<file path="src/qlsf_pkg.sv">
// ----------------------------------------------------------------------------
// qlsf_pkg
// Shared types, widths and the solver microcode for the quadratic fit block.
// ----------------------------------------------------------------------------
package qlsf_pkg;

  localparam int X_W            = 10;
  localparam int Y_W            = 9;
  localparam int COEF_W         = 48;
  localparam int USED_W         = 11;
  localparam int FRAC_BITS      = 24;
  localparam int MAX_POINTS_DEF = 1024;
  localparam int QUEUE_DEPTH    = 4;

  localparam int X2_W  = 2 * X_W;
  localparam int X3_W  = 3 * X_W;
  localparam int X4_W  = 4 * X_W;
  localparam int XY_W  = X_W + Y_W;
  localparam int X2Y_W = 2 * X_W + Y_W;

  // One classified point with its powers, as it travels through the queue.
  typedef struct packed {
    logic [X_W-1:0]   x;
    logic [Y_W-1:0]   y;
    logic [X2_W-1:0]  x2;
    logic [XY_W-1:0]  xy;
    logic [X3_W-1:0]  x3;
    logic [X4_W-1:0]  x4;
    logic [X2Y_W-1:0] x2y;
    logic             keep;
    logic             last;
  } qlsf_item_t;

  typedef struct packed {
    logic signed [COEF_W-1:0] coef_const;
    logic signed [COEF_W-1:0] coef_linear;
    logic signed [COEF_W-1:0] coef_square;
    logic                     fit_valid;
    logic [USED_W-1:0]        points_used;
  } qlsf_fit_t;

  typedef struct packed {
    logic start;
    logic neg;
  } qlsf_div_req_t;

  typedef struct packed {
    logic                     done;
    logic signed [COEF_W-1:0] coef;
  } qlsf_div_rsp_t;

  // Operand sources for the serial multiply-accumulate unit.
  typedef enum logic [3:0] {
    SRC_S0, SRC_S1, SRC_S2, SRC_S3, SRC_S4,
    SRC_T0, SRC_T1, SRC_T2,
    SRC_A00, SRC_A01, SRC_A02, SRC_A11, SRC_A12, SRC_A22,
    SRC_DET
  } qlsf_src_t;

  typedef enum logic [3:0] {
    DST_NONE,
    DST_A00, DST_A01, DST_A02, DST_A11, DST_A12, DST_A22,
    DST_DET,
    DST_N0, DST_N1, DST_N2
  } qlsf_dst_t;

  typedef struct packed {
    qlsf_src_t a_sel;
    qlsf_src_t b_sel;
    logic      sub;
    logic      first;
    qlsf_dst_t dst;
  } qlsf_uop_t;

  localparam int UOP_COUNT = 24;
  localparam int UOP_IDX_W = $clog2(UOP_COUNT);
  localparam logic [UOP_IDX_W-1:0] UOP_DET_LAST = UOP_IDX_W'(14);
  localparam logic [UOP_IDX_W-1:0] UOP_FINAL    = UOP_IDX_W'(UOP_COUNT - 1);

  function automatic qlsf_uop_t mk_uop(input qlsf_src_t a, input qlsf_src_t b,
                                       input logic sub, input logic first,
                                       input qlsf_dst_t dst);
    qlsf_uop_t u;
    u.a_sel = a;
    u.b_sel = b;
    u.sub   = sub;
    u.first = first;
    u.dst   = dst;
    return u;
  endfunction

  // Cofactors of the normal matrix, its determinant, then the three
  // numerators. The B operand is always an unsigned power sum.
  function automatic qlsf_uop_t qlsf_uop(input logic [UOP_IDX_W-1:0] idx);
    qlsf_uop_t u;
    unique case (idx)
      5'd0:    u = mk_uop(SRC_S4,  SRC_S2, 1'b0, 1'b1, DST_NONE);
      5'd1:    u = mk_uop(SRC_S3,  SRC_S3, 1'b1, 1'b0, DST_A00);
      5'd2:    u = mk_uop(SRC_S3,  SRC_S2, 1'b0, 1'b1, DST_NONE);
      5'd3:    u = mk_uop(SRC_S4,  SRC_S1, 1'b1, 1'b0, DST_A01);
      5'd4:    u = mk_uop(SRC_S3,  SRC_S1, 1'b0, 1'b1, DST_NONE);
      5'd5:    u = mk_uop(SRC_S2,  SRC_S2, 1'b1, 1'b0, DST_A02);
      5'd6:    u = mk_uop(SRC_S4,  SRC_S0, 1'b0, 1'b1, DST_NONE);
      5'd7:    u = mk_uop(SRC_S2,  SRC_S2, 1'b1, 1'b0, DST_A11);
      5'd8:    u = mk_uop(SRC_S2,  SRC_S1, 1'b0, 1'b1, DST_NONE);
      5'd9:    u = mk_uop(SRC_S3,  SRC_S0, 1'b1, 1'b0, DST_A12);
      5'd10:   u = mk_uop(SRC_S2,  SRC_S0, 1'b0, 1'b1, DST_NONE);
      5'd11:   u = mk_uop(SRC_S1,  SRC_S1, 1'b1, 1'b0, DST_A22);
      5'd12:   u = mk_uop(SRC_A00, SRC_S0, 1'b0, 1'b1, DST_NONE);
      5'd13:   u = mk_uop(SRC_A01, SRC_S1, 1'b0, 1'b0, DST_NONE);
      5'd14:   u = mk_uop(SRC_A02, SRC_S2, 1'b0, 1'b0, DST_DET);
      5'd15:   u = mk_uop(SRC_A00, SRC_T0, 1'b0, 1'b1, DST_NONE);
      5'd16:   u = mk_uop(SRC_A01, SRC_T1, 1'b0, 1'b0, DST_NONE);
      5'd17:   u = mk_uop(SRC_A02, SRC_T2, 1'b0, 1'b0, DST_N0);
      5'd18:   u = mk_uop(SRC_A01, SRC_T0, 1'b0, 1'b1, DST_NONE);
      5'd19:   u = mk_uop(SRC_A11, SRC_T1, 1'b0, 1'b0, DST_NONE);
      5'd20:   u = mk_uop(SRC_A12, SRC_T2, 1'b0, 1'b0, DST_N1);
      5'd21:   u = mk_uop(SRC_A02, SRC_T0, 1'b0, 1'b1, DST_NONE);
      5'd22:   u = mk_uop(SRC_A12, SRC_T1, 1'b0, 1'b0, DST_NONE);
      5'd23:   u = mk_uop(SRC_A22, SRC_T2, 1'b0, 1'b0, DST_N2);
      default: u = mk_uop(SRC_S0,  SRC_S0, 1'b0, 1'b1, DST_NONE);
    endcase
    return u;
  endfunction

endpackage

</file>
<file path="src/qlsf_front.sv">
// ----------------------------------------------------------------------------
// qlsf_front
// Accepts points, marks those beyond the point limit, and forms the powers.
// ----------------------------------------------------------------------------
module qlsf_front #(
  parameter int MAX_POINTS = qlsf_pkg::MAX_POINTS_DEF
) (
  input  logic                      clk,
  input  logic                      rst,
  input  logic                      in_valid,
  output logic                      in_ready,
  input  logic [qlsf_pkg::X_W-1:0]  in_x,
  input  logic [qlsf_pkg::Y_W-1:0]  in_y,
  input  logic                      in_last,
  output logic                      out_valid,
  input  logic                      out_ready,
  output qlsf_pkg::qlsf_item_t      out_item
);
  import qlsf_pkg::*;

  localparam int CW = $clog2(MAX_POINTS + 1);

  logic [CW-1:0]   cnt;
  logic            s1_valid;
  logic [X_W-1:0]  s1_x;
  logic [Y_W-1:0]  s1_y;
  logic [X2_W-1:0] s1_x2;
  logic [XY_W-1:0] s1_xy;
  logic            s1_keep;
  logic            s1_last;
  logic            adv2;
  logic            accept;
  logic            keep;

  assign adv2     = !out_valid || out_ready;
  assign in_ready = !s1_valid || adv2;
  assign accept   = in_valid && in_ready;
  assign keep     = cnt < CW'(MAX_POINTS);

  always_ff @(posedge clk) begin
    if (rst) begin
      cnt       <= '0;
      s1_valid  <= 1'b0;
      out_valid <= 1'b0;
    end else begin
      if (accept) begin
        if (in_last) begin
          cnt <= '0;
        end else if (keep) begin
          cnt <= cnt + 1'b1;
        end
      end
      if (in_ready) begin
        s1_valid <= in_valid;
      end
      if (adv2) begin
        out_valid <= s1_valid;
      end
    end
  end

  always_ff @(posedge clk) begin
    if (accept) begin
      s1_x    <= in_x;
      s1_y    <= in_y;
      s1_x2   <= X2_W'(in_x) * X2_W'(in_x);
      s1_xy   <= XY_W'(in_x) * XY_W'(in_y);
      s1_keep <= keep;
      s1_last <= in_last;
    end
    if (adv2 && s1_valid) begin
      out_item.x    <= s1_x;
      out_item.y    <= s1_y;
      out_item.x2   <= s1_x2;
      out_item.xy   <= s1_xy;
      out_item.x3   <= X3_W'(s1_x2) * X3_W'(s1_x);
      out_item.x4   <= X4_W'(s1_x2) * X4_W'(s1_x2);
      out_item.x2y  <= X2Y_W'(s1_x2) * X2Y_W'(s1_y);
      out_item.keep <= s1_keep;
      out_item.last <= s1_last;
    end
  end

endmodule

</file>
<file path="config.mk">
export PLATFORM = sky130hd
export DESIGN_NAME = qlsf_front
export DESIGN_NICKNAME = d
export VERILOG_FILES = /design/src/qlsf_pkg.sv /design/src/qlsf_front.sv
export SDC_FILE = /design/constraint.sdc
export NUM_CORES = 2
export LEC_CHECK = 0
export ABC_AREA = 1
export BUFFER_PORTS_ARGS = -buffer_cell sky130_fd_sc_hd__buf_2
export CAP_MARGIN = 25
export CORE_ASPECT_RATIO = 2
export CORE_UTILIZATION = 45
export CTS_CLUSTER_DIAMETER = 120
export DETAILED_ROUTE_END_ITERATION = 8
export GPL_ROUTABILITY_DRIVEN = 0
export PLACE_DENSITY_LB_ADDON = 0.2
export SYNTH_ARGS = -nofsm -noshare
export SYNTH_HDL_FRONTEND = slang
export SYNTH_SLANG_ARGS = --single-unit
</file>
<file path="constraint.sdc">
create_clock -name clk -period 13.7 [get_ports clk]
set_input_delay 2.74 -clock clk [delete_from_list [all_inputs] [get_ports clk]]
set_output_delay 2.74 -clock clk [all_outputs]
set_load 0.02 [all_outputs]
</file>
Yosys cells after proc, flatten, opt, wreduce, memory -nomap -nowiden
Index checks and enable logic that the tools add are counted.
- memories kept: 0
- latch bits: 0
- logic and storage cells: 35
- memory bits (read-only): 0
- memory bits (writable): 0
- register bits: 232
- shifts and indexed selects: 0
- multiply operators: 5
- add/subtract/negate cells: 1
- bitwise gates (word level): 0
- divide/modulo/power cells: 0
- reductions and logical operators: 8
- equality and inequality tests: 0
- $lt $le $gt $ge: 1
- muxes and demuxes: 2
- operators with widths (cell ; count):
    multiplier 20 x 20 -> 40 bit ; 1
    multiplier 20 x 10 -> 30 bit ; 1
    multiplier 20 x 9 -> 29 bit ; 1
    2-to-1 mux 11 bit ; 2
    multiplier 10 x 10 -> 20 bit ; 1
    multiplier 10 x 9 -> 19 bit ; 1
    adder 11 x 1 -> 11 bit, second input constant ; 1
    less-than comparator 11 bit, second input constant ; 1
    logical AND 1 bit ; 2
    zero test 1 bit ; 2
    logical OR 1 bit ; 2
    AND reduction 2 bit ; 1
    nonzero test 2 bit ; 1

Depth between registers and ports, before layout
- word-level depth: 5
- mapped depth: 30

Worst setup path before layout
No wires, ideal clock.
- kind: in2reg
- start point: in out_ready
- end point: reg out_item[0] in the netlist's numbering (enable)
- setup time: 719 ps
- stages on the path: 2
- arrival time: 10208 ps
- required time: 12981 ps
- setup slack: 2773 ps
- path buffers: 0
- cells stage by stage: inv_1 a21oi_1
- longest elaborated chain between the ends: 2
- ends and longest elaborated chain (item ; RTL line ; text):
    start: declaration ; qlsf_front.sv:16 ; input logic out_ready,
    logical OR 1 bit ; qlsf_front.sv:35 ; assign adv2 = !out_valid || out_ready;
    logical AND 1 bit ; qlsf_front.sv:71 ; if (adv2 && s1_valid) begin
    end: declaration ; qlsf_front.sv:17 ; output qlsf_pkg::qlsf_item_t out_item
Every way passes these cells.
A chain may end at the register's enable or synchronous reset.

Worst setup path in the final report
- start point: reg s1_x2[12]
- end point: reg out_item[62] in the netlist's numbering, data pin
- longest elaborated chain between the ends: 1
- ends and longest elaborated chain (item ; RTL line ; text):
    start: declaration ; qlsf_front.sv:27 ; logic [X2_W-1:0] s1_x2;
    start signal: assignment ; qlsf_front.sv:66 ; s1_x2 <= X2_W'(in_x) * X2_W'(in_x);
    multiplier 20 x 20 -> 40 bit ; qlsf_front.sv:77 ; out_item.x4 <= X4_W'(s1_x2) * X4_W'(s1_x2);
Every way passes these cells.

==> results.md <==
- Largest net degree at the start of global routing: 65
- Initial antenna violation count: 7
- Placed cells: 5,513
- Synth-to-Final Area Change: 7.611%
- Vias in the first global route: 30,300
- Register area: 0.006626 mm²
- Gr usage total: 0.2403
- Worst Hold Class: flop to flop
- DP Wirelength: 76,850 µm
- First-pass DRT Iterations: 5
- Clk slew on worst S/H paths: 0.07 ns
- Postcts setup bufs: 0
- TritonCTS buffer count: 25
- Syn Area/Cell: 8.422 µm²
- Routed vias: 27,770
- Cells after synthesis: 4,376
- Largest family of logic cells by synthesized area: adder cells
- Multiplexer share of the synthesized area: 0
- Final setup violation count: 0
- Hold-fix buffers at CTS: 0
- Worst min-delay path startpoint: s1_xy[3]
- Post-synthesis xor/xnor area fraction: 0.02329
- Total wire length: 95,420 µm
- Clk_skew: 0.02702 ns
- Most common cell after layout, fill and taps aside: inv_1
- WS Path Type: flop to flop
- Drt initial violations: 1,145
- Maximum clock frequency: 145.4 MHz
- Final min period: 6.875 ns
- Post-synthesis sequential area ratio: 0.1798
- FF+latch count, synth: 225
- Synth Area in Adders: 0.4627
- Pins Over Slew Limit: 0
- Final std cells w/o fill: 5,559
- Top Ports: 185
- Setup TNS: 0 ns
- IO Port Bufs: 182
- Mapped cell area: 0.03686 mm²
- Critical Path End Type: flop
- CP max FO: 23
- Number of synthesized flops with an enable pin: 212
- Fillcell total: 7,946
- Gates resized, CTS repair: 0
- Synth Area in Simple Gates: 0.1584
- Die Span X: 204.4 µm
- # nets final: 5,505
- Outcome: finished, final reports clean
- Num rows: 148
- Multi-input gate area: 0.02527 mm²
- Chip Height: 406.7 µm
- Most frequent cells in the layout: 1,196 x inv_1, 1,123 x nand2_1, 620 x fa_1, 371 x ha_1, 212 x edfxtp_1
- Clock latency on the worst-skew pair: 0.61 ns
- Vias/cell: 4.995
- WP data arrival: 7.22 ns
- Startpoint Class: flop
- Synth Area in Compound Gates: 0.03779
- Total of max-cap violations: 0
- Num Clock Sinks: 225
- RSZ-0062 raised after global routing: no
- Most used DFF post-synth: edfxtp_1
- Required @ worst endpoint: 14.04 ns
- Post-synth ARST share: 0
- Initial Utilization: 0.4534
- Synth warn: 0
- H-tree depth: 1
- Final hold violations: 0
- Crit path launch: s1_x2[12]
- Clk buf depth: 3
- Cell variety after synth: 37
- DRC viols: 0
- Final global-route overflow total: 0
- CTS tree: done
- Worst slew pin tran: 1.107 ns
- Layout cells sized above 1: 0.06081
- Slew headroom: 0.2620
- First-pass GRT wire length: 153,700 µm
- Clock root cell: clkbuf_16
- Core footprint: 0.08129 mm²
- Final ANT Viol Nets: 0
- Die area: 0.08312 mm²
- Reg2reg start: s1_x2[12]
- Average routed wire per standard cell: 17.16 µm
- Period utilization: 0.5019
## worst max-delay path: stages, from the launching register on
cell,delay (ns)
edfxtp_1,0.91
buf_4,0.49
nand2_1,0.10
inv_1,0.13
fa_1,0.46
fa_1,0.55
fa_1,0.44
fa_1,0.52
fa_1,0.51
fa_1,0.48
inv_1,0.05
fa_1,0.50
inv_1,0.04
ha_1,0.37
nand2_1,0.18
inv_1,0.06
nand2_1,0.05
and2_1,0.16
nand2_1,0.09
nand2_1,0.08
nand3_2,0.13
nand2_1,0.12
nand2_1,0.05
nand2_1,0.05
nand2_1,0.07
## per-stage QoR
step,instance area (µm²),worst slack (ns),hold WS [ns],util
floorplan,36960,2.773,0.4003,-
global placement,38790,6.478,0.4036,0.4771
detailed placement,38840,6.457,0.4063,0.4778
CTS,39650,6.793,0.4135,0.4878
global route,39650,6.509,0.4212,0.4878
finish,39660,6.825,0.4178,0.4879
## metal layers
metal | global-route usage | vias up | share of wire
li1 | - | 13090 | -
met4 | 0.1163 | 2 | 0.052
met2 | 0.4834 | 673 | 0.57
met3 | 0.02205 | 258 | 0.043
met5 | 0 | - | 0.000084
met1 | 0.2396 | 13740 | 0.33
## flip-flops by register name, summed over array words and instances, names as in the netlist
register and count:
cnt 11, out_valid 1, s1_x2 18, s1_keep 1
s1_last 1, s1_xy 19, s1_y 9, out_item 154
s1_x 10, s1_valid 1
## cells by family after synthesis
family          count (synthesis)
xor+xnor                       98
compound gates                251
flops                         225
simple gates                 1463
buf+inv                      1346
other cells                     2
fa+ha+maj                     991
## final cells by class
| cell class | instances | area share |
|---|---|---|
| multi-input combinational | 2833 | 0.6371 |
| sequential | 225 | 0.1671 |
| inverter | 1198 | 0.1134 |
| tap | 1050 | 0.03313 |
| timing repair buffer | 207 | 0.02871 |
| clock buffer | 28 | 0.01606 |
| clock inverter | 15 | 0.004354 |
| antenna | 3 | 0.0001893 |
## Yosys cell counts (4+ instances only)
cell         n  area (µm²)
a21oi_1    134       670.6
xor2_1      68       595.6
buf_4        5       37.54
nand4_1     25       156.4
nor2_2       4       25.02
a21boi_0     4       30.03
a21o_1      16       120.1
or2_2        4       25.02
nor2_1     152       570.6
inv_1     1196        4489
edfxtp_1   212        6366
nand3b_1    10       75.07
nor3_1      34       170.2
nand3_1     90       450.4
nand3_2      4       40.04
buf_2        5       25.02
o21bai_1    20       150.1
o21a_1       6       45.04
xnor2_1     30       262.8
dfxtp_1     13       260.3
nand2_1   1123        4215
buf_1       55       206.5
fa_1       620       12410
ha_1       371        4642
clkbuf_1    83       311.6
a31oi_1      4       25.02
nand2_2     10       62.56
o21ai_0     60       300.3
## worst paths after layout
| check | end | slack (ns) | cells past startpoint |
|---|---|---|---|
| hold reg to reg | out_item[104] | 0.42 | 0 |
| setup reg to reg | out_item[62] | 6.82 | 24 |
| setup / recovery | out_item[62] | 6.82 | 24 |
| hold / removal | out_item[104] | 0.42 | 0 |
Power is left out: the tool's default activity adds up to more than one toggle a clock period on the data nets, which glitch-free logic cannot reach.
