File: config.mk
export PLATFORM = sky130hd
export DESIGN_NAME = qlsf_back
export DESIGN_NICKNAME = d
export VERILOG_FILES = /design/src/qlsf_pkg.sv /design/src/qlsf_div.sv /design/src/qlsf_back.sv
export SDC_FILE = /design/constraint.sdc
export NUM_CORES = 2
export LEC_CHECK = 0
export ABC_AREA = 0
export BUFFER_PORTS_ARGS = -buffer_cell sky130_fd_sc_hd__buf_4
export CAP_MARGIN = 40
export CORE_AREA = 2 2 657 659
export DETAILED_ROUTE_END_ITERATION = 16
export DIE_AREA = 0 0 659 661
export PLACE_DENSITY = 0.52
export SLEW_MARGIN = 10
export SYNTH_ARGS = -nofsm -noshare
export SYNTH_HDL_FRONTEND = slang
export SYNTH_SLANG_ARGS = --single-unit
export TNS_END_PERCENT = 20
File: constraint.sdc
create_clock -name clk -period 32.8 [get_ports clk]
set_input_delay 9.84 -clock clk [delete_from_list [all_inputs] [get_ports clk]]
set_output_delay 9.84 -clock clk [all_outputs]
set_load 0.02 [all_outputs]
File: src/qlsf_pkg.sv
// ----------------------------------------------------------------------------
// qlsf_pkg
// Shared types, widths and the solver microcode for the quadratic fit block.
// ----------------------------------------------------------------------------
package qlsf_pkg;

  localparam int X_W            = 10;
  localparam int Y_W            = 9;
  localparam int COEF_W         = 48;
  localparam int USED_W         = 11;
  localparam int FRAC_BITS      = 24;
  localparam int MAX_POINTS_DEF = 1024;
  localparam int QUEUE_DEPTH    = 4;

  localparam int X2_W  = 2 * X_W;
  localparam int X3_W  = 3 * X_W;
  localparam int X4_W  = 4 * X_W;
  localparam int XY_W  = X_W + Y_W;
  localparam int X2Y_W = 2 * X_W + Y_W;

  // One classified point with its powers, as it travels through the queue.
  typedef struct packed {
    logic [X_W-1:0]   x;
    logic [Y_W-1:0]   y;
    logic [X2_W-1:0]  x2;
    logic [XY_W-1:0]  xy;
    logic [X3_W-1:0]  x3;
    logic [X4_W-1:0]  x4;
    logic [X2Y_W-1:0] x2y;
    logic             keep;
    logic             last;
  } qlsf_item_t;

  typedef struct packed {
    logic signed [COEF_W-1:0] coef_const;
    logic signed [COEF_W-1:0] coef_linear;
    logic signed [COEF_W-1:0] coef_square;
    logic                     fit_valid;
    logic [USED_W-1:0]        points_used;
  } qlsf_fit_t;

  typedef struct packed {
    logic start;
    logic neg;
  } qlsf_div_req_t;

  typedef struct packed {
    logic                     done;
    logic signed [COEF_W-1:0] coef;
  } qlsf_div_rsp_t;

  // Operand sources for the serial multiply-accumulate unit.
  typedef enum logic [3:0] {
    SRC_S0, SRC_S1, SRC_S2, SRC_S3, SRC_S4,
    SRC_T0, SRC_T1, SRC_T2,
    SRC_A00, SRC_A01, SRC_A02, SRC_A11, SRC_A12, SRC_A22,
    SRC_DET
  } qlsf_src_t;

  typedef enum logic [3:0] {
    DST_NONE,
    DST_A00, DST_A01, DST_A02, DST_A11, DST_A12, DST_A22,
    DST_DET,
    DST_N0, DST_N1, DST_N2
  } qlsf_dst_t;

  typedef struct packed {
    qlsf_src_t a_sel;
    qlsf_src_t b_sel;
    logic      sub;
    logic      first;
    qlsf_dst_t dst;
  } qlsf_uop_t;

  localparam int UOP_COUNT = 24;
  localparam int UOP_IDX_W = $clog2(UOP_COUNT);
  localparam logic [UOP_IDX_W-1:0] UOP_DET_LAST = UOP_IDX_W'(14);
  localparam logic [UOP_IDX_W-1:0] UOP_FINAL    = UOP_IDX_W'(UOP_COUNT - 1);

  function automatic qlsf_uop_t mk_uop(input qlsf_src_t a, input qlsf_src_t b,
                                       input logic sub, input logic first,
                                       input qlsf_dst_t dst);
    qlsf_uop_t u;
    u.a_sel = a;
    u.b_sel = b;
    u.sub   = sub;
    u.first = first;
    u.dst   = dst;
    return u;
  endfunction

  // Cofactors of the normal matrix, its determinant, then the three
  // numerators. The B operand is always an unsigned power sum.
  function automatic qlsf_uop_t qlsf_uop(input logic [UOP_IDX_W-1:0] idx);
    qlsf_uop_t u;
    unique case (idx)
      5'd0:    u = mk_uop(SRC_S4,  SRC_S2, 1'b0, 1'b1, DST_NONE);
      5'd1:    u = mk_uop(SRC_S3,  SRC_S3, 1'b1, 1'b0, DST_A00);
      5'd2:    u = mk_uop(SRC_S3,  SRC_S2, 1'b0, 1'b1, DST_NONE);
      5'd3:    u = mk_uop(SRC_S4,  SRC_S1, 1'b1, 1'b0, DST_A01);
      5'd4:    u = mk_uop(SRC_S3,  SRC_S1, 1'b0, 1'b1, DST_NONE);
      5'd5:    u = mk_uop(SRC_S2,  SRC_S2, 1'b1, 1'b0, DST_A02);
      5'd6:    u = mk_uop(SRC_S4,  SRC_S0, 1'b0, 1'b1, DST_NONE);
      5'd7:    u = mk_uop(SRC_S2,  SRC_S2, 1'b1, 1'b0, DST_A11);
      5'd8:    u = mk_uop(SRC_S2,  SRC_S1, 1'b0, 1'b1, DST_NONE);
      5'd9:    u = mk_uop(SRC_S3,  SRC_S0, 1'b1, 1'b0, DST_A12);
      5'd10:   u = mk_uop(SRC_S2,  SRC_S0, 1'b0, 1'b1, DST_NONE);
      5'd11:   u = mk_uop(SRC_S1,  SRC_S1, 1'b1, 1'b0, DST_A22);
      5'd12:   u = mk_uop(SRC_A00, SRC_S0, 1'b0, 1'b1, DST_NONE);
      5'd13:   u = mk_uop(SRC_A01, SRC_S1, 1'b0, 1'b0, DST_NONE);
      5'd14:   u = mk_uop(SRC_A02, SRC_S2, 1'b0, 1'b0, DST_DET);
      5'd15:   u = mk_uop(SRC_A00, SRC_T0, 1'b0, 1'b1, DST_NONE);
      5'd16:   u = mk_uop(SRC_A01, SRC_T1, 1'b0, 1'b0, DST_NONE);
      5'd17:   u = mk_uop(SRC_A02, SRC_T2, 1'b0, 1'b0, DST_N0);
      5'd18:   u = mk_uop(SRC_A01, SRC_T0, 1'b0, 1'b1, DST_NONE);
      5'd19:   u = mk_uop(SRC_A11, SRC_T1, 1'b0, 1'b0, DST_NONE);
      5'd20:   u = mk_uop(SRC_A12, SRC_T2, 1'b0, 1'b0, DST_N1);
      5'd21:   u = mk_uop(SRC_A02, SRC_T0, 1'b0, 1'b1, DST_NONE);
      5'd22:   u = mk_uop(SRC_A12, SRC_T1, 1'b0, 1'b0, DST_NONE);
      5'd23:   u = mk_uop(SRC_A22, SRC_T2, 1'b0, 1'b0, DST_N2);
      default: u = mk_uop(SRC_S0,  SRC_S0, 1'b0, 1'b1, DST_NONE);
    endcase
    return u;
  endfunction

endpackage

File: src/qlsf_div.sv
// ----------------------------------------------------------------------------
// qlsf_div
// Bit-serial rounding divider producing one saturated Q23.24 coefficient.
// ----------------------------------------------------------------------------
module qlsf_div #(
  parameter int NW = 127
) (
  input  logic                   clk,
  input  logic                   rst,
  input  qlsf_pkg::qlsf_div_req_t req,
  input  logic signed [NW-1:0]   num,
  input  logic [NW-1:0]          den,
  output qlsf_pkg::qlsf_div_rsp_t rsp
);
  import qlsf_pkg::*;

  localparam int DIVW = NW + FRAC_BITS + 1;
  localparam int CNTW = $clog2(DIVW + 1);
  localparam int QW   = COEF_W + 1;
  localparam logic [QW-1:0] LIM_POS = {2'b00, {(COEF_W - 1){1'b1}}};
  localparam logic [QW-1:0] LIM_NEG = {2'b01, {(COEF_W - 1){1'b0}}};

  logic            busy;
  logic            fin;
  logic [CNTW-1:0] cnt;
  logic [DIVW-1:0] nsh;
  logic [NW:0]     d;
  logic [NW:0]     r;
  logic [QW-1:0]   q;
  logic            ovf;
  logic            neg;
  logic [NW-1:0]   mag;
  logic [NW+1:0]   r_sh;
  logic            ge;
  logic [QW-1:0]   lim;
  logic [QW-1:0]   qsat;

  assign mag  = num[NW-1] ? NW'(-num) : NW'(num);
  assign r_sh = {r, nsh[DIVW-1]};
  assign ge   = r_sh >= {1'b0, d};

  // Quotient is floor((2*|num|*2^24 + den) / (2*den)), which rounds half away.
  always_ff @(posedge clk) begin
    if (rst) begin
      busy <= 1'b0;
      fin  <= 1'b0;
    end else begin
      fin <= !req.start && busy && cnt == CNTW'(1);
      if (req.start) begin
        busy <= 1'b1;
        cnt  <= CNTW'(DIVW);
        nsh  <= (DIVW'(mag) << (FRAC_BITS + 1)) + DIVW'(den);
        d    <= {den, 1'b0};
        r    <= '0;
        q    <= '0;
        ovf  <= 1'b0;
        neg  <= num[NW-1] ^ req.neg;
      end else if (busy) begin
        r   <= ge ? (NW + 1)'(r_sh - {1'b0, d}) : r_sh[NW:0];
        nsh <= nsh << 1;
        q   <= {q[QW-2:0], ge};
        ovf <= ovf | q[QW-1];
        cnt <= cnt - 1'b1;
        if (cnt == CNTW'(1)) begin
          busy <= 1'b0;
        end
      end
    end
  end

  assign lim      = neg ? LIM_NEG : LIM_POS;
  assign qsat     = (ovf || q > lim) ? lim : q;
  assign rsp.done = fin;
  assign rsp.coef = neg ? -qsat[COEF_W-1:0] : qsat[COEF_W-1:0];

endmodule

File: src/qlsf_back.sv
// ----------------------------------------------------------------------------
// qlsf_back
// Accumulates the power sums and, on the last point, solves the normal
// equations with a serial multiply-accumulate unit and a serial divider.
// ----------------------------------------------------------------------------
module qlsf_back #(
  parameter int MAX_POINTS = qlsf_pkg::MAX_POINTS_DEF
) (
  input  logic                 clk,
  input  logic                 rst,
  input  logic                 item_valid,
  output logic                 item_ready,
  input  qlsf_pkg::qlsf_item_t item,
  output logic                 res_valid,
  input  logic                 res_ready,
  output qlsf_pkg::qlsf_fit_t  res
);
  import qlsf_pkg::*;

  localparam int CW    = $clog2(MAX_POINTS + 1);
  localparam int S1W   = X_W + CW;
  localparam int S2W   = 2 * X_W + CW;
  localparam int S3W   = 3 * X_W + CW;
  localparam int S4W   = 4 * X_W + CW;
  localparam int T0W   = Y_W + CW;
  localparam int T1W   = X_W + Y_W + CW;
  localparam int T2W   = 2 * X_W + Y_W + CW;
  localparam int BW    = S4W;
  localparam int AW    = S2W + S4W + 2;
  localparam int ACC_W = AW + T2W + 3;

  typedef enum logic [5:0] {
    ST_ACCUM = 6'b000001,
    ST_LOAD  = 6'b000010,
    ST_RUN   = 6'b000100,
    ST_DIV   = 6'b001000,
    ST_DWAIT = 6'b010000,
    ST_DONE  = 6'b100000
  } state_t;

  state_t state;

  logic [CW-1:0]  cnt;
  logic [S1W-1:0] sx;
  logic [S2W-1:0] sx2;
  logic [S3W-1:0] sx3;
  logic [S4W-1:0] sx4;
  logic [T0W-1:0] sy;
  logic [T1W-1:0] sxy;
  logic [T2W-1:0] sx2y;

  logic signed [AW-1:0]    a00, a01, a02, a11, a12, a22;
  logic signed [ACC_W-1:0] det, n0, n1, n2;
  logic signed [ACC_W-1:0] acc;
  logic signed [ACC_W-1:0] mul_a;
  logic [BW-1:0]           mul_b;
  logic [UOP_IDX_W-1:0]    uidx;
  logic [1:0]              div_idx;

  logic signed [COEF_W-1:0] c0, c1, c2;
  logic                     fv;

  qlsf_uop_t               u;
  logic signed [ACC_W-1:0] a_opnd;
  logic [BW-1:0]           b_opnd;
  logic signed [ACC_W-1:0] div_num;
  logic [ACC_W-1:0]        det_abs;
  qlsf_div_req_t           div_req;
  qlsf_div_rsp_t           div_rsp;

  assign u          = qlsf_uop(uidx);
  assign item_ready = state == ST_ACCUM;

  always_comb begin
    unique case (u.a_sel)
      SRC_S0:  a_opnd = ACC_W'(cnt);
      SRC_S1:  a_opnd = ACC_W'(sx);
      SRC_S2:  a_opnd = ACC_W'(sx2);
      SRC_S3:  a_opnd = ACC_W'(sx3);
      SRC_S4:  a_opnd = ACC_W'(sx4);
      SRC_A00: a_opnd = ACC_W'(a00);
      SRC_A01: a_opnd = ACC_W'(a01);
      SRC_A02: a_opnd = ACC_W'(a02);
      SRC_A11: a_opnd = ACC_W'(a11);
      SRC_A12: a_opnd = ACC_W'(a12);
      SRC_A22: a_opnd = ACC_W'(a22);
      default: a_opnd = '0;
    endcase
  end

  always_comb begin
    unique case (u.b_sel)
      SRC_S0:  b_opnd = BW'(cnt);
      SRC_S1:  b_opnd = BW'(sx);
      SRC_S2:  b_opnd = BW'(sx2);
      SRC_S3:  b_opnd = BW'(sx3);
      SRC_S4:  b_opnd = BW'(sx4);
      SRC_T0:  b_opnd = BW'(sy);
      SRC_T1:  b_opnd = BW'(sxy);
      SRC_T2:  b_opnd = BW'(sx2y);
      default: b_opnd = '0;
    endcase
  end

  always_comb begin
    unique case (div_idx)
      2'd0:    div_num = n0;
      2'd1:    div_num = n1;
      default: div_num = n2;
    endcase
  end

  assign det_abs       = det[ACC_W-1] ? ACC_W'(-det) : ACC_W'(det);
  assign div_req.start = state == ST_DIV;
  assign div_req.neg   = det[ACC_W-1];

  qlsf_div #(
    .NW(ACC_W)
  ) u_div (
    .clk(clk),
    .rst(rst),
    .req(div_req),
    .num(div_num),
    .den(det_abs),
    .rsp(div_rsp)
  );

  always_ff @(posedge clk) begin
    if (rst) begin
      res_valid <= 1'b0;
    end else if (state == ST_DONE && (!res_valid || res_ready)) begin
      res_valid <= 1'b1;
    end else if (res_valid && res_ready) begin
      res_valid <= 1'b0;
    end
  end

  always_ff @(posedge clk) begin
    if (rst) begin
      state     <= ST_ACCUM;
      cnt       <= '0;
      sx        <= '0;
      sx2       <= '0;
      sx3       <= '0;
      sx4       <= '0;
      sy        <= '0;
      sxy       <= '0;
      sx2y      <= '0;
    end else begin
      unique case (state)
        ST_ACCUM: begin
          if (item_valid) begin
            if (item.keep) begin
              cnt  <= cnt + 1'b1;
              sx   <= sx + S1W'(item.x);
              sx2  <= sx2 + S2W'(item.x2);
              sx3  <= sx3 + S3W'(item.x3);
              sx4  <= sx4 + S4W'(item.x4);
              sy   <= sy + T0W'(item.y);
              sxy  <= sxy + T1W'(item.xy);
              sx2y <= sx2y + T2W'(item.x2y);
            end
            if (item.last) begin
              uidx  <= '0;
              state <= ST_LOAD;
            end
          end
        end
        ST_LOAD: begin
          mul_a <= a_opnd;
          mul_b <= b_opnd;
          if (u.first) begin
            acc <= '0;
          end
          state <= ST_RUN;
        end
        ST_RUN: begin
          if (mul_b == '0) begin
            unique case (u.dst)
              DST_A00: a00 <= AW'(acc);
              DST_A01: a01 <= AW'(acc);
              DST_A02: a02 <= AW'(acc);
              DST_A11: a11 <= AW'(acc);
              DST_A12: a12 <= AW'(acc);
              DST_A22: a22 <= AW'(acc);
              DST_DET: det <= acc;
              DST_N0:  n0  <= acc;
              DST_N1:  n1  <= acc;
              DST_N2:  n2  <= acc;
              default: ;
            endcase
            if (uidx == UOP_DET_LAST && acc == '0) begin
              // Singular system: no solve, all coefficients read as zero.
              c0    <= '0;
              c1    <= '0;
              c2    <= '0;
              fv    <= 1'b0;
              state <= ST_DONE;
            end else if (uidx == UOP_FINAL) begin
              div_idx <= 2'd0;
              state   <= ST_DIV;
            end else begin
              uidx  <= uidx + 1'b1;
              state <= ST_LOAD;
            end
          end else begin
            if (mul_b[0]) begin
              acc <= u.sub ? acc - mul_a : acc + mul_a;
            end
            mul_a <= mul_a <<< 1;
            mul_b <= mul_b >> 1;
          end
        end
        ST_DIV: begin
          state <= ST_DWAIT;
        end
        ST_DWAIT: begin
          if (div_rsp.done) begin
            unique case (div_idx)
              2'd0:    c0 <= div_rsp.coef;
              2'd1:    c1 <= div_rsp.coef;
              default: c2 <= div_rsp.coef;
            endcase
            if (div_idx == 2'd2) begin
              fv    <= 1'b1;
              state <= ST_DONE;
            end else begin
              div_idx <= div_idx + 1'b1;
              state   <= ST_DIV;
            end
          end
        end
        ST_DONE: begin
          if (!res_valid || res_ready) begin
            cnt       <= '0;
            sx        <= '0;
            sx2       <= '0;
            sx3       <= '0;
            sx4       <= '0;
            sy        <= '0;
            sxy       <= '0;
            sx2y      <= '0;
            state     <= ST_ACCUM;
          end
        end
        default: state <= ST_ACCUM;
      endcase
    end
  end

  always_ff @(posedge clk) begin
    if (state == ST_DONE && (!res_valid || res_ready)) begin
      res.coef_const  <= c0;
      res.coef_linear <= c1;
      res.coef_square <= c2;
      res.fit_valid   <= fv;
      res.points_used <= USED_W'(cnt);
    end
  end

endmodule

# ---- Word level (Yosys, flattened, before mapping)
# Memories as Yosys holds them, arrays and structs flattened. A register that Yosys moved wholly into a read port is not among the register bits.
# Cells that the tools add are included.
dict set report word_totals {
  register_bits 2345
  mem_bits_ro 416
  input_bits 163
  output_inout_bits 158
  word_cells 265
  memories 1
}
dict set report op_classes {
  n_addsub 18
  order_cmp 2
  eq_ne 56
  mux 99
  n_bitwise 3
  n_reduce_logical 43
}
# name words word_bits rd rd_clocked_by_memory_dff write_ports line_no
set memory_table {}
lappend memory_table {{(name not given)} 32 13 1 1 0 qlsf_pkg.sv:96} ;# unique case (idx)
# op count
set ops {}
lappend ops {{127-bit one-hot mux with 11 select lines} 1}
lappend ops {{127-bit two-way mux} 7}
lappend ops {{127-bit one-hot mux with 2 select lines} 3}
lappend ops {{48-bit two-way mux} 11}
lappend ops {{51-bit one-hot mux with 8 select lines} 1}
lappend ops {{152-bit two-way mux} 2}
lappend ops {{48-bit one-hot mux with 2 select lines} 3}
lappend ops {{128-bit two-way mux} 2}
lappend ops {{127-bit negation} 2}
lappend ops {{51-bit two-way mux} 4}
lappend ops {{51-bit one-hot mux with 2 select lines} 2}
lappend ops {{152-bit by 127-bit adder with 152-bit output} 1}
lappend ops {{129-bit by 128-bit >= comparator with 1-bit output} 1}
lappend ops {{128-bit subtractor} 1}
lappend ops {{127-bit adder} 1}
lappend ops {{127-bit zero test} 1}
lappend ops {{127-bit subtractor} 1}
lappend ops {{41-bit two-way mux} 3}
lappend ops {{40-bit two-way mux} 3}
lappend ops {{31-bit two-way mux} 3}
lappend ops {{30-bit two-way mux} 3}
lappend ops {{41-bit one-hot mux with 2 select lines} 1}
lappend ops {{40-bit one-hot mux with 2 select lines} 1}
lappend ops {{21-bit two-way mux} 3}
lappend ops {{other kinds (65)} 160}

# ---- Depth between registers and ports, before layout
dict set report depth {
  word_depth 9
  ltp_mapped 33
  ltp_nobuf 28
}

# ---- Hierarchy
# A second synthesis with hierarchy kept.
dict set report unflattened {
  cells_unflattened 12253
  hier_area_um2 129893.3
}
# mod instances cells_per_inst area_each_um2 seq_area_each_um2
set modules_own_cells {}
lappend modules_own_cells {qlsf_back 1 7708 90136.4 54101.9}
lappend modules_own_cells {qlsf_div 1 4545 39756.9 14033.5}

# ---- Worst setup path after synthesis
# OpenSTA, ideal clock, no wires.
dict set report synth_timing {
  path_type {input -> register}
  start {input port rst}
  end {register u_div.busy}
  setup_ps 153
  arrival_time_ps 25260
  required_time_ps 32647
  setup_slack_ps 7388
  stages 4
  path_buffers 2
  path_cell_list {clkbuf_1 > clkbuf_1 > nor2_1 > and2_1}
}
# element line_no
set synth_lines {}
lappend synth_lines {{start, declared} qlsf_back.sv:10} ;# input logic rst,
lappend synth_lines {{end signal, assigned} qlsf_div.sv:45} ;# busy <= 1'b0;
lappend synth_lines {{end signal, assigned} qlsf_div.sv:50} ;# busy <= 1'b1;
lappend synth_lines {{end signal, assigned} qlsf_div.sv:65} ;# busy <= 1'b0;
lappend synth_lines {{end, declared} qlsf_div.sv:23} ;# logic busy;

# ---- Worst setup path after layout
dict set report layout_timing {
  start {input port item[71] in the netlist's numbering}
  end {register sx3[38]}
}
dict set report layout_between {
  elab_chain_len 4
}
# element line_no
set layout_rtl {}
lappend layout_rtl {{start, declared} qlsf_back.sv:13} ;# input qlsf_pkg::qlsf_item_t item,
lappend layout_rtl {{41-bit by 30-bit adder with 41-bit output} qlsf_back.sv:157} ;# sx3 <= sx3 + S3W'(item.x3);
lappend layout_rtl {{41-bit two-way mux} qlsf_back.sv:153} ;# if (item.keep) begin
lappend layout_rtl {{41-bit two-way mux} qlsf_back.sv:152} ;# if (item_valid) begin
lappend layout_rtl {{41-bit one-hot mux with 2 select lines} qlsf_back.sv:150} ;# unique case (state)
lappend layout_rtl {{end signal, assigned} qlsf_back.sv:157}
lappend layout_rtl {{end, declared} qlsf_back.sv:46} ;# logic [S3W-1:0] sx3;
# Every way passes these cells. The select of a mux whose other input is x is not followed.
# A chain may end at the register's enable or synchronous reset.

==> impl_metrics.env <==
export IMPL_grtUsageTotal=0.177
export IMPL_tritoncts="yes"
export IMPL_cts_hold_buf=0
export IMPL_crit_type="in2reg"
export IMPL_grt_max_degree=141
export IMPL_root_buffer="clkbuf_16"
export IMPL_finalHoldViolCount=0
export IMPL_timing_fmax_mhz=76.6
export IMPL_grt_pass1_vias=91000
export IMPL_worst_ir_drop_vdd_uv=34.1
export IMPL_synth_area_um2=128000
export IMPL_critPathLaunchType="input pin"
export IMPL_post_route_period_util=0.398
export IMPL_ys_ff_latch=2358
export IMPL_via_per_inst=5.27
export IMPL_multi_input_area_um2=56500
export IMPL_maxSlewViolCount=0
export IMPL_ys_types=100
export IMPL_synth_top_area_share=0.491
export IMPL_std_cell_rows=241
export IMPL_die_h_um=661
export IMPL_max_clock_path_buffers=4
export IMPL_worst_path_max_fanout=6
export IMPL_synth_area_top_cells="edfxtp_1 (49%), ha_1 (5.6%), xnor2_1 (4.4%), dfxtp_1 (4.2%), a21oi_1 (3.4%)"
export IMPL_drc=0
export IMPL_syn_nets=12600
export IMPL_grt_ovfl_total=0
export IMPL_nets=12800
export IMPL_dpl_worst_slack_ns=18.90
export IMPL_cap_violations=0
export IMPL_fill_cells=43000
export IMPL_grt_antenna_before_repair=15
export IMPL_io_pins=321
export IMPL_hp_class="reg2reg"
export IMPL_seqCellArea_um2=68100
export IMPL_ys_seq_area_frac=0.533
export IMPL_async_reset_ff_frac=0
export IMPL_yosysMostFrequentCell="edfxtp_1"
export IMPL_rsz0062_at_grt="false"
export IMPL_required_ns=33.59
export IMPL_syn2layout_area_growth_pct=14.3
export IMPL_fin_setup_tns_ns=0
export IMPL_start_util=0.298
export IMPL_h_tree_depth=5
export IMPL_dr_pass1_iters=6
export IMPL_synth_edf_count=2091
export IMPL_synth_top_area_cell="edfxtp_1"
export IMPL_cp_cell_sequence="buf_4 > ha_1 > inv_1 > fa_1 > nor2b_1 > o21ai_0 > a21boi_0 > o21a_1 > o21ai_0 > a21oi_1 > o41ai_1 > buf_4 > o31ai_1 > o21ai_0 > a211oi_1 > o21ai_0 > xor2_1 > nor2_1"
export IMPL_skew_ns=0.0614
export IMPL_tightest_slew_ns=0.958
export IMPL_fp_dieW_um=659
export IMPL_avgSynthCellArea_um2=10.8
export IMPL_io_buffers=320
export IMPL_antenna_left=0
export IMPL_syn_inst=11800
export IMPL_layout_min_cycle_time_ns=13.05
export IMPL_routedWlPerCell_um=22.3
export IMPL_drt_initial_drc_count=9197
export IMPL_fin_hold_ws_ns=0.412
export IMPL_endpoint_kind="flop"
export IMPL_cts_buffers=268
export IMPL_powerDensity_nw_per_um2=45.8
export IMPL_place_congestion=0.912
export IMPL_cts_sinks=2358
export IMPL_drive_gt1_frac=0.0915
export IMPL_crit_top_cell="o21ai_0"
export IMPL_grt_pass1_wl_um=595000
export IMPL_yosys_warnings=0
export IMPL_setup_violations=0
export IMPL_slowest_delay_ns=0.69
export IMPL_routed_wl_um=400000
export IMPL_synthTopCellsByCount="edfxtp_1 (2091), nor2_1 (1106), nand2_1 (902)"
export IMPL_cts_setup_buffers=0
export IMPL_crit_arrival_ns=13.84
export IMPL_relSlewSlack=0.362
export IMPL_crit_slowest_cell="a211oi_1"
export IMPL_synth_flop_cell="edfxtp_1"
export IMPL_clock_latency_ns=0.92
export IMPL_post_dp_hpwl_um=289000
export IMPL_die_area_um2=436000
export IMPL_layout_setup_ws_ns=19.75
export IMPL_cts_resized_gates=0
export IMPL_core_area_um2=429000
export IMPL_clk_pin_slew_ns=0.06
export IMPL_status="finished, final reports clean"
export IMPL_vias=94800
export IMPL_p_leak_nw=53.5
==> area by class of cell <==
type | count | share of cell area
clock inverter | 149 | 0.0108
multi-input combinational | 8519 | 0.386
antenna | 20 | 0.000342
inverter | 360 | 0.00924
sequential | 2358 | 0.466
timing repair buffer | 531 | 0.0296
clock buffer | 334 | 0.0493
tap | 5710 | 0.0488
==> metrics by stage <==
step	area [µm²]	utilization	power (mW)	cells
4_1_cts	146000	0.341	6.77	18000
5_1_grt	146000	0.341	6.91	18000
6_report	146000	0.341	6.70	18000
2_1_floorplan	128000	-	3.59	11800
3_3_place_gp	137000	0.319	3.72	17400
3_5_place_dp	137000	0.320	3.72	17500
==> worst max-delay path, delay by kind of cell <==
kind | cells | cell delay [ns]
and+or+nand+nor | 2 | 0.17
xor gates and xnor gates | 1 | 0.19
adders and majority gates | 2 | 0.55
AOI/OAI and AO/OA | 10 | 2.76
buffers and inverters | 3 | 0.32
==> worst paths after layout <==
kind,startpoint,endpoint,slack [ns],cells past startpoint
max,item[71],sx3[38],19.75,18
max reg2reg,div_idx[0],u_div.nsh[147],22.87,27
min,c0[15],res[123],0.41,0
min reg2reg,c0[15],res[123],0.41,0
==> state kept, by name, indices dropped and copies added (netlist names), 48 cells and up <==
name	cells
acc	127
a00	84
sx4	51
c0	48
u_div.r	128
a22	84
det	127
a12	84
u_div.d	127
n2	127
c2	48
n0	127
a01	84
mul_a	127
n1	127
a02	84
a11	84
c1	48
u_div.q	49
res	156
mul_b	51
u_div.nsh	152
==> cell usage in the layout (no fill, tap or decap), types with 204 or more instances in the layout <==
cell type and count:
edfxtp_1 2091, nor2_1 1086, nand2_1 902, a21oi_1 874
xnor2_1 636, o21ai_0 632, ha_1 575, buf_4 496
a21o_1 368, inv_1 358, a22oi_1 323, xor2_1 283
clkbuf_16 276, dfxtp_1 263, nand4_1 240, a22o_1 209
nand3_1 208, nor3_1 204
==> report_power, final <==
group          switching (mW)  internal (mW)
clock                    1.28           1.75
combinational           0.222          0.150
sequential             0.0413           3.25
==> cell families after synthesis <==
group                    Yosys count  share of synthesized area
adder cells (fa/ha/maj)          587                     0.0580
AO/OA/AOI/OAI                   3396                      0.175
flip-flops                      2358                      0.533
XOR/XNOR                         919                     0.0629
AND/OR/NAND/NOR                 3446                      0.128
multiplexers                     171                     0.0143
buffers and inverters            952                     0.0288
==> layer usage <==
layer | share of wire | track usage | wire length, µm
met2 | 0.46 | 0.292 | 186000
met1 | 0.45 | 0.242 | 181000
met4 | 0.034 | 0.0592 | 13600
met3 | 0.048 | 0.0188 | 19300
met5 | 0 | 0 | 0
No activity file was read; power rests on OpenSTA's default activity.
